## src/hdl/imm_pkg.sv

```systemverilog
`default_nettype none

package imm_pkg;

	localparam int MAX_DIM_DEF    = 8;
	localparam int DATA_WIDTH_DEF = 16;
	localparam int ACC_WIDTH      = 40;

	// input actions
	localparam logic [1:0] ACT_WRITE_A  = 2'd0;
	localparam logic [1:0] ACT_WRITE_B  = 2'd1;
	localparam logic [1:0] ACT_MULTIPLY = 2'd2;

	// result status
	localparam logic [1:0] ST_OK       = 2'd0;
	localparam logic [1:0] ST_EMPTY    = 2'd1;
	localparam logic [1:0] ST_MISMATCH = 2'd2;

	// configuration register indexes
	localparam logic [1:0] REG_A_ROWS = 2'd0;
	localparam logic [1:0] REG_A_COLS = 2'd1;
	localparam logic [1:0] REG_B_ROWS = 2'd2;
	localparam logic [1:0] REG_B_COLS = 2'd3;

	typedef struct packed {
		logic [1:0]         action;
		logic [2:0]         row_index;
		logic [2:0]         col_index;
		logic signed [15:0] element_value;
	} in_item_t;

	typedef struct packed {
		logic [1:0]                  status;
		logic [2:0]                  out_row;
		logic [2:0]                  out_col;
		logic signed [ACC_WIDTH-1:0] product_value;
		logic                        last;
	} out_item_t;

	// tag that follows each product term down the pipe
	typedef struct packed {
		logic       valid;
		logic       first;   // first term of a sum
		logic       lastn;   // last term of a sum: emit a result
		logic       last;    // final result of the multiply
		logic [1:0] status;
		logic [2:0] row;
		logic [2:0] col;
	} imm_tag_t;

endpackage

`default_nettype wire

```

## src/hdl/imm_ram.sv

```systemverilog
`default_nettype none

module imm_ram #(
	parameter int WIDTH = 16,
	parameter int DEPTH = 64,
	localparam int AW   = (DEPTH > 1) ? $clog2(DEPTH) : 1
) (
	input  wire logic                           clk,
	input  wire logic                           we,
	input  wire logic [AW-1:0]                  waddr,
	input  wire logic [WIDTH-1:0]               wdata,
	input  wire logic                           re,
	input  wire logic [AW-1:0]                  raddr,
	output logic      [WIDTH-1:0]               rdata
);

	logic [WIDTH-1:0] mem [DEPTH];

	always_ff @(posedge clk) begin
		if (we) begin
			mem[waddr] <= wdata;
		end
		if (re) begin
			rdata <= mem[raddr];
		end
	end

endmodule

`default_nettype wire

```

## src/hdl/imm_seq.sv

```systemverilog
`default_nettype none

module imm_seq #(
	parameter int MAX_DIM    = imm_pkg::MAX_DIM_DEF,
	parameter int DATA_WIDTH = imm_pkg::DATA_WIDTH_DEF,
	localparam int AW        = (MAX_DIM > 1) ? $clog2(MAX_DIM * MAX_DIM) : 1
) (
	input  wire logic              clk,
	input  wire logic              arst_n,
	input  wire logic              cfg_we,
	input  wire logic [1:0]        cfg_index,
	input  wire logic [3:0]        cfg_data,
	input  wire logic              in_valid,
	output logic                   in_stall,
	input  wire imm_pkg::in_item_t in_data,
	input  wire logic              adv,
	output logic                   a_we,
	output logic                   b_we,
	output logic [AW-1:0]          waddr,
	output logic [DATA_WIDTH-1:0]  wdata,
	output logic [AW-1:0]          a_raddr,
	output logic [AW-1:0]          b_raddr,
	output imm_pkg::imm_tag_t      tag_s1
);

	localparam int CW = (MAX_DIM > 1) ? $clog2(MAX_DIM) : 1;

	logic [3:0] a_rows_q, a_cols_q, b_rows_q, b_cols_q;
	logic [3:0] ar, ac, br, bc;
	logic       busy_q;
	logic [1:0] err_q;
	logic [CW-1:0] i_q, j_q, n_q;
	logic       in_acc, wr_ok, acc_mul;
	logic       last_i, last_j, last_n;
	logic [1:0] status_c;
	imm_pkg::imm_tag_t issue_tag;

	// config registers
	always_ff @(posedge clk or negedge arst_n) begin
		if (!arst_n) begin
			a_rows_q <= 4'd1;
			a_cols_q <= 4'd1;
			b_rows_q <= 4'd1;
			b_cols_q <= 4'd1;
		end else if (cfg_we) begin
			case (cfg_index)
				imm_pkg::REG_A_ROWS: a_rows_q <= cfg_data;
				imm_pkg::REG_A_COLS: a_cols_q <= cfg_data;
				imm_pkg::REG_B_ROWS: b_rows_q <= cfg_data;
				imm_pkg::REG_B_COLS: b_cols_q <= cfg_data;
				default: ;
			endcase
		end
	end

	// saturate dims at MAX_DIM
	assign ar = (int'(a_rows_q) > MAX_DIM) ? 4'(MAX_DIM) : a_rows_q;
	assign ac = (int'(a_cols_q) > MAX_DIM) ? 4'(MAX_DIM) : a_cols_q;
	assign br = (int'(b_rows_q) > MAX_DIM) ? 4'(MAX_DIM) : b_rows_q;
	assign bc = (int'(b_cols_q) > MAX_DIM) ? 4'(MAX_DIM) : b_cols_q;

	assign in_stall = busy_q;
	assign in_acc   = in_valid && !busy_q;
	assign wr_ok    = (int'(in_data.row_index) < MAX_DIM) &&
	                  (int'(in_data.col_index) < MAX_DIM);
	assign acc_mul  = in_acc && (in_data.action == imm_pkg::ACT_MULTIPLY);

	assign a_we  = in_acc && wr_ok && (in_data.action == imm_pkg::ACT_WRITE_A);
	assign b_we  = in_acc && wr_ok && (in_data.action == imm_pkg::ACT_WRITE_B);
	assign waddr = AW'(int'(in_data.row_index) * MAX_DIM + int'(in_data.col_index));
	assign wdata = DATA_WIDTH'(in_data.element_value);

	always_comb begin
		if (ar == 4'd0 || ac == 4'd0 || br == 4'd0 || bc == 4'd0) begin
			status_c = imm_pkg::ST_EMPTY;
		end else if (ac != br) begin
			status_c = imm_pkg::ST_MISMATCH;
		end else begin
			status_c = imm_pkg::ST_OK;
		end
	end

	assign last_i = (5'(i_q) + 5'd1) == {1'b0, ar};
	assign last_j = (5'(j_q) + 5'd1) == {1'b0, bc};
	assign last_n = (5'(n_q) + 5'd1) == {1'b0, ac};

	assign a_raddr = AW'(int'(i_q) * MAX_DIM + int'(n_q));
	assign b_raddr = AW'(int'(n_q) * MAX_DIM + int'(j_q));

	always_comb begin
		issue_tag.valid = busy_q;
		if (err_q != imm_pkg::ST_OK) begin
			issue_tag.first  = 1'b1;
			issue_tag.lastn  = 1'b1;
			issue_tag.last   = 1'b1;
			issue_tag.status = err_q;
			issue_tag.row    = 3'd0;
			issue_tag.col    = 3'd0;
		end else begin
			issue_tag.first  = (n_q == '0);
			issue_tag.lastn  = last_n;
			issue_tag.last   = last_i && last_j;
			issue_tag.status = imm_pkg::ST_OK;
			issue_tag.row    = 3'(i_q);
			issue_tag.col    = 3'(j_q);
		end
	end

	// i, j, n loop counters
	always_ff @(posedge clk or negedge arst_n) begin
		if (!arst_n) begin
			busy_q <= 1'b0;
			err_q  <= imm_pkg::ST_OK;
			i_q    <= '0;
			j_q    <= '0;
			n_q    <= '0;
		end else if (acc_mul) begin
			busy_q <= 1'b1;
			err_q  <= status_c;
			i_q    <= '0;
			j_q    <= '0;
			n_q    <= '0;
		end else if (busy_q && adv) begin
			if (err_q != imm_pkg::ST_OK) begin
				busy_q <= 1'b0;
			end else if (!last_n) begin
				n_q <= n_q + 1'b1;
			end else begin
				n_q <= '0;
				if (!last_j) begin
					j_q <= j_q + 1'b1;
				end else begin
					j_q <= '0;
					if (!last_i) begin
						i_q <= i_q + 1'b1;
					end else begin
						busy_q <= 1'b0;
					end
				end
			end
		end
	end

	// tag lines up with registered RAM data
	always_ff @(posedge clk or negedge arst_n) begin
		if (!arst_n) begin
			tag_s1 <= '0;
		end else if (adv) begin
			tag_s1 <= issue_tag;
		end
	end

`ifndef SYNTHESIS
	a_mul_starts: assert property (@(posedge clk) disable iff (!arst_n)
		acc_mul |=> busy_q)
		else $error("multiply transfer did not start sequencer");
	a_hold_cnt: assert property (@(posedge clk) disable iff (!arst_n)
		busy_q && !adv |=> $stable({i_q, j_q, n_q}))
		else $error("loop counters moved during stall");
	a_err_token: assert property (@(posedge clk) disable iff (!arst_n)
		tag_s1.valid && tag_s1.status != imm_pkg::ST_OK |-> tag_s1.last && tag_s1.lastn)
		else $error("error token not marked last");
`endif

endmodule

`default_nettype wire

```

## src/hdl/imm_mac.sv

```systemverilog
`default_nettype none

module imm_mac #(
	parameter int DATA_WIDTH = imm_pkg::DATA_WIDTH_DEF
) (
	input  wire logic                   clk,
	input  wire logic                   arst_n,
	input  wire imm_pkg::imm_tag_t      tag_s1,
	input  wire logic [DATA_WIDTH-1:0]  a_rdata,
	input  wire logic [DATA_WIDTH-1:0]  b_rdata,
	output logic                        adv,
	output logic                        out_valid,
	input  wire logic                   out_stall,
	output imm_pkg::out_item_t          out_data
);

	localparam int AccW = imm_pkg::ACC_WIDTH;

	imm_pkg::imm_tag_t         tag_s2;
	logic signed [2*DATA_WIDTH-1:0] prod_s2;
	logic signed [AccW-1:0]    acc_q;
	logic signed [AccW-1:0]    sum;
	logic                      out_valid_q;
	imm_pkg::out_item_t        out_q;

	assign adv       = !out_valid_q || !out_stall;
	assign out_valid = out_valid_q;
	assign out_data  = out_q;

	always_ff @(posedge clk or negedge arst_n) begin
		if (!arst_n) begin
			tag_s2 <= '0;
		end else if (adv) begin
			tag_s2 <= tag_s1;
		end
	end

	always_ff @(posedge clk) begin
		if (adv) begin
			prod_s2 <= $signed(a_rdata) * $signed(b_rdata);
		end
	end

	// wraps modulo 2^40
	assign sum = (tag_s2.first ? '0 : acc_q) + AccW'(prod_s2);

	always_ff @(posedge clk) begin
		if (adv && tag_s2.valid) begin
			acc_q <= sum;
		end
		if (adv) begin
			out_q.status        <= tag_s2.status;
			out_q.out_row       <= tag_s2.row;
			out_q.out_col       <= tag_s2.col;
			out_q.product_value <= (tag_s2.status == imm_pkg::ST_OK) ? sum : '0;
			out_q.last          <= tag_s2.last;
		end
	end

	always_ff @(posedge clk or negedge arst_n) begin
		if (!arst_n) begin
			out_valid_q <= 1'b0;
		end else if (adv) begin
			out_valid_q <= tag_s2.valid && tag_s2.lastn;
		end
	end

`ifndef SYNTHESIS
	a_err_zero: assert property (@(posedge clk) disable iff (!arst_n)
		out_valid_q && out_q.status != imm_pkg::ST_OK |-> out_q.product_value == '0 && out_q.last)
		else $error("error result carries data or lacks last");
	a_pipe_hold: assert property (@(posedge clk) disable iff (!arst_n)
		!adv |=> $stable(tag_s2))
		else $error("product stage moved during stall");
`endif

endmodule

`default_nettype wire

```

## src/hdl/integer_matrix_multiply_core.sv

```systemverilog
`default_nettype none

// Channel  Signals                          Transfer when
// -------  -------------------------------  --------------------------
// in       in_valid, in_stall, in_data      in_valid && !in_stall
// out      out_valid, out_stall, out_data   out_valid && !out_stall
// cfg      cfg_we, cfg_index, cfg_data      cfg_we
//
// Element writes (A or B) are taken back to back while no multiply runs. A
// multiply of an R x K by K x C matrix holds in_stall high while the i/j/n
// sequencer issues R*C*K read pairs, one per cycle while adv is high; an error
// multiply issues one error token. Results pass the RAM read, product and
// output registers; out_stall on a held result freezes all, sequencer too.
// Reset clears control and sets all dimensions to 1; the stores keep no reset.

module integer_matrix_multiply_core #(
	parameter int MAX_DIM    = imm_pkg::MAX_DIM_DEF,
	parameter int DATA_WIDTH = imm_pkg::DATA_WIDTH_DEF
) (
	input  wire logic                clk,
	input  wire logic                arst_n,
	input  wire logic                cfg_we,
	input  wire logic [1:0]          cfg_index,
	input  wire logic [3:0]          cfg_data,
	input  wire logic                in_valid,
	output logic                     in_stall,
	input  wire imm_pkg::in_item_t   in_data,
	output logic                     out_valid,
	input  wire logic                out_stall,
	output imm_pkg::out_item_t       out_data
);

	localparam int DEPTH = MAX_DIM * MAX_DIM;
	localparam int AW    = (DEPTH > 1) ? $clog2(DEPTH) : 1;

	// store write side (from input) and read side (from sequencer)
	logic                  a_we, b_we;
	logic [AW-1:0]         waddr;
	logic [DATA_WIDTH-1:0] wdata;
	logic [AW-1:0]         a_raddr, b_raddr;
	logic [DATA_WIDTH-1:0] a_rdata, b_rdata;
	logic                  adv;   // pipe advances: output slot free or draining
	imm_pkg::imm_tag_t     tag_s1;

	// Sequencer: config registers, dimension checks, i/j/n loop, store writes.
	imm_seq #(
		.MAX_DIM    (MAX_DIM),
		.DATA_WIDTH (DATA_WIDTH)
	) u_seq (
		.clk       (clk),
		.arst_n    (arst_n),
		.cfg_we    (cfg_we),
		.cfg_index (cfg_index),
		.cfg_data  (cfg_data),
		.in_valid  (in_valid),
		.in_stall  (in_stall),
		.in_data   (in_data),
		.adv       (adv),
		.a_we      (a_we),
		.b_we      (b_we),
		.waddr     (waddr),
		.wdata     (wdata),
		.a_raddr   (a_raddr),
		.b_raddr   (b_raddr),
		.tag_s1    (tag_s1)
	);

	// Matrix A store, entry (r, c) at r*MAX_DIM + c.
	imm_ram #(
		.WIDTH (DATA_WIDTH),
		.DEPTH (DEPTH)
	) u_ram_a (
		.clk   (clk),
		.we    (a_we),
		.waddr (waddr),
		.wdata (wdata),
		.re    (adv),
		.raddr (a_raddr),
		.rdata (a_rdata)
	);

	// Matrix B store, same layout.
	imm_ram #(
		.WIDTH (DATA_WIDTH),
		.DEPTH (DEPTH)
	) u_ram_b (
		.clk   (clk),
		.we    (b_we),
		.waddr (waddr),
		.wdata (wdata),
		.re    (adv),
		.raddr (b_raddr),
		.rdata (b_rdata)
	);

	// Multiply, accumulate over n, and the output register.
	imm_mac #(
		.DATA_WIDTH (DATA_WIDTH)
	) u_mac (
		.clk       (clk),
		.arst_n    (arst_n),
		.tag_s1    (tag_s1),
		.a_rdata   (a_rdata),
		.b_rdata   (b_rdata),
		.adv       (adv),
		.out_valid (out_valid),
		.out_stall (out_stall),
		.out_data  (out_data)
	);

endmodule

`default_nettype wire

```

## config.mk

```make
export PLATFORM = sky130hd
export DESIGN_NAME = integer_matrix_multiply_core
export DESIGN_NICKNAME = d
export VERILOG_FILES = /design/src/hdl/imm_pkg.sv /design/src/hdl/imm_ram.sv /design/src/hdl/imm_seq.sv /design/src/hdl/imm_mac.sv /design/src/hdl/integer_matrix_multiply_core.sv
export SDC_FILE = /design/constraint.sdc
export NUM_CORES = 2
export LEC_CHECK = 0
export ABC_AREA = 1
export ABC_CLOCK_PERIOD_IN_PS = 11950
export BUFFER_PORTS_ARGS = -buffer_cell sky130_fd_sc_hd__buf_4
export CAP_MARGIN = 40
export CORE_ASPECT_RATIO = 0.5
export CORE_MARGIN = 3
export CORE_UTILIZATION = 57
export CTS_CLUSTER_SIZE = 10
export DETAILED_ROUTE_END_ITERATION = 12
export MAX_ROUTING_LAYER = met4
export PLACE_DENSITY = 0.73
export RECOVER_POWER = 100
export REMOVE_ABC_BUFFERS = 1
export SLEW_MARGIN = 5
export SYNTH_ARGS = -nofsm -noshare
export SYNTH_HDL_FRONTEND = slang
export SYNTH_HIERARCHICAL = 1
export SYNTH_SLANG_ARGS = --single-unit
```

## constraint.sdc

```tcl
create_clock -name clk -period 11.95 [get_ports clk]
set_clock_uncertainty 0.2 [all_clocks]
set_input_delay 1.195 -clock clk [delete_from_list [all_inputs] [get_ports clk]]
set_output_delay 1.195 -clock clk [all_outputs]
set_load 0.01 [all_outputs]
```

==> results.md <==
* CP endpoint kind: flip-flop
* Top Usage Layer GRT: met2
* Slew HR at -1.74
* Die ar. at 191000 sq um
* Fraction of synthesized cell area in xor and xnor cells at 0.00390
* Synth top cells by count: 3350 x nand2_1, 2201 x edfxtp_1, 1815 x nand3_1
* Final Critical Period at 7.50 ns
* Finished layout cell area at 114000 sq um
* Initial antenna violation count at 7
* DRT Wirelength at 280000 microns
* Final core occ at 0.628
* Outcome: finished with violations
* Initial Utilization at 0.580
* First-pass GRT wire length at 420000 microns
* Layout cell share with drive strength beyond 1 at 0.0451
* GR Layer Usage met2 at 0.436
* Cell Area, Synth at 105000 sq um
* Maximum clock frequency at 133 MHz
* Port bufs at 85
* Global-route met1 utilization at 0.419
* Reg clk slew, reported paths at 0.06 ns
* Compound-Gate Fraction of Synth Area at 0.00822
* Clock root buffer master: clkbuf_16
* Main combinational cell family by area after synthesis: simple AND/OR/NAND/NOR gates
* Main synth FF type: edfxtp_1
* MaxCap Viol Count at 46
* Post-synthesis cell type count at 48
* Post-DP Area at 108000 sq um
* Final GP Congestion at 0.949
* Max-slew violation count at 2516
* Yosys warns at 6
* Fin nets at 10225
* Final Hold Viols at 0
* Post-synthesis register bit count at 2254
* WL per Instance at 22.7 microns
* Grt ovf at 0
* CP Class: flip-flop to flip-flop
* Post-Synth Adder-Cell Area at 0.0648
* Post-CTS setup buffers at 0
* I/O pin count at 86
* Worst Path Max Fanout at 78
* Mean number of vias per cell at 5.85
* Post-synth EDFFs at 2201
* Later-pin clock latency in the skew report at 0.84 ns
* DRC at 0
* Core box area at 182000 sq um
* CP Data Arrival Time at 7.86 ns
* Post-synthesis cell count at 9758
* Die width at 614 microns
* Iter 0 DRT Violations at 9044
* Hold buffers post-CTS at 0
* Vias in the first global route at 68391
* First-pass DRT Iterations at 6
* Post-synthesis sequential area ratio at 0.639
* Clk sinks at 2254
* DIE HEIGHT at 310 microns
* Largest net degree at the start of global routing at 183
* Failing checks: max-capacitance violations, max-slew violations
* GRT Util Overall at 0.299
* Reg2Reg Setup Slack at 4.45 ns
* Hold crit path type: flip-flop to flip-flop
* Most instantiated library cell after synthesis: nand2_1
* Post-synthesis mux area share at 0.000747
* HPWL after DPL at 169000 microns
* CTS tree: built
* Post-synth ARST share at 0.0235
* Rows at 110
* Post-Synth Simple-Gate Area at 0.225
* Yosys top cell area share at 0.627
* Worst slew pin tran at 4.10 ns
* WP data required at 12.31 ns
* Clk buf depth at 4
* Synth area leader: edfxtp_1
* Via count at 72000
* RSZ-0062 raised after global routing: no
* Tcrit/Tclk final at 0.628
* Area growth syn-to-layout at 8.20%
* H-tree levels at 5
* Avg Synthesized Cell Area at 10.8 sq um
* Synth top area cells: edfxtp_1 63%, nand2_1 12%, nand3_1 8.6%
* CTS Buf Count at 268
* Post-CTS resize count at 0
* Final antenna-violating net count at 0
* Final Setup Violations at 0
* Critical Path Start Type: flip-flop
* Met3 usage at 0.0794
==> per-stage QoR <==
stage	setup TNS [ns]	hold WS, ns	setup WS, ns	instances
after detailed placement	0	0.234	5.52	11991
after global routing	0	0.255	3.95	12311
after CTS	0	0.206	5.50	12301
final	0	0.247	4.45	12311
after global placement	0	0.227	5.48	11966
after floorplan	-89.23	0.221	-3.43	9215
==> kinds of logic (layout without fill, tap and decap cells) <==
logic type      after synthesis  count (layout)
buf+inv                    1293            1377
flops                      2254            2254
other cells                   0               5
simple gates               5612            5612
compound gates              157             157
fa+ha+maj                   388             388
xor+xnor                     47              47
mux                           7               7
==> state kept, by name (all words and copies together) (netlist names) <==
signal and cells:
u_seq/a_rows_q 4, u_seq/j_q 3, u_seq/tag_s1 12, u_mac/out_data 49, u_mac/tag_s2 12, u_seq/a_cols_q 4, u_mac/acc_q 40, u_seq/b_cols_q 4
u_mac/prod_s2 32, u_seq/i_q 3, u_seq/in_stall 1, u_ram_b/mem 1024, u_ram_a/mem 1024, u_seq/n_q 3, u_ram_a/rdata 16, u_mac/out_valid 1
u_seq/err_q 2, u_seq/b_rows_q 4, u_ram_b/rdata 16
==> worst paths after layout <==
| path | start | to | cells past startpoint |
|---|---|---|---|
| setup / recovery | u_seq/n_q[0]$_DFFE_PN0P_ | u_ram_a/rdata[9]$_DFFE_PP_ | 11 |
| hold / removal | u_mac/tag_s2[7]$_DFFE_PN0N_ | u_mac/out_data[48]$_DFFE_PN_ | 0 |
| setup reg to reg | u_seq/n_q[0]$_DFFE_PN0P_ | u_ram_a/rdata[9]$_DFFE_PP_ | 11 |
| hold reg to reg | u_mac/tag_s2[7]$_DFFE_PN0N_ | u_mac/out_data[48]$_DFFE_PN_ | 0 |
| max in group asynchronous | arst_n | u_seq/n_q[1]$_DFFE_PN0P_ | 1 |
| min in group asynchronous | arst_n | u_mac/tag_s2[0]$_DFFE_PN0N_ | 1 |
==> cells in the final DEF, fill, tap and decap left out, types with 6 or more instances in the layout <==
master     instances
nand2_1         3360
edfxtp_1        2201
nand3_1         1817
inv_1            733
nor2_1           317
clkbuf_16        277
fa_1             263
clkbuf_1         259
ha_1             125
a21oi_1           70
buf_4             63
o21ai_0           57
nand4_1           44
dfrtp_1           43
xor2_1            26
xnor2_1           21
nor3_1            15
nor4_1            15
nor2_2            11
nand2_2           10
inv_6              8
inv_2              8
buf_16             8
o21bai_1           7
mux2_2             7
nor3_2             6
==> layer usage <==
| layer | up-vias | routed length (microns) |
|---|---|---|
| met5 | - | 0 |
| met4 | 0 | 6820 |
| met3 | 456 | 35400 |
| met2 | 3936 | 123000 |
| met1 | 34831 | 114000 |
| li1 | 32777 | - |
==> worst max-delay path, stage by stage (launching register included) <==
cell and delay [ns]:
dfrtp_1 1.54, clkbuf_1 1.31, clkbuf_1 1.96, buf_4 0.97, nand2_1 0.13, nand3_1 0.14
nand3_1 0.09, nand2_1 0.11, nand2_1 0.06, nand3_1 0.24, nand3_1 0.13, nand2_1 0.30
==> area by class of cell <==
type                    instances  area [sq um]
flip-flops and latches       2254         67400
well taps                    2464          3080
diodes                          5          12.5
multi-input cells            6211         31900
inverters                     750          2870
clock buffers                 295          7000
clock inverters                15           156
repair buffers                317          1690
fillers                     13974         67700
Power is left out: the tool's default activity adds up to more than one toggle a clock period on the data nets, which glitch-free logic cannot reach.
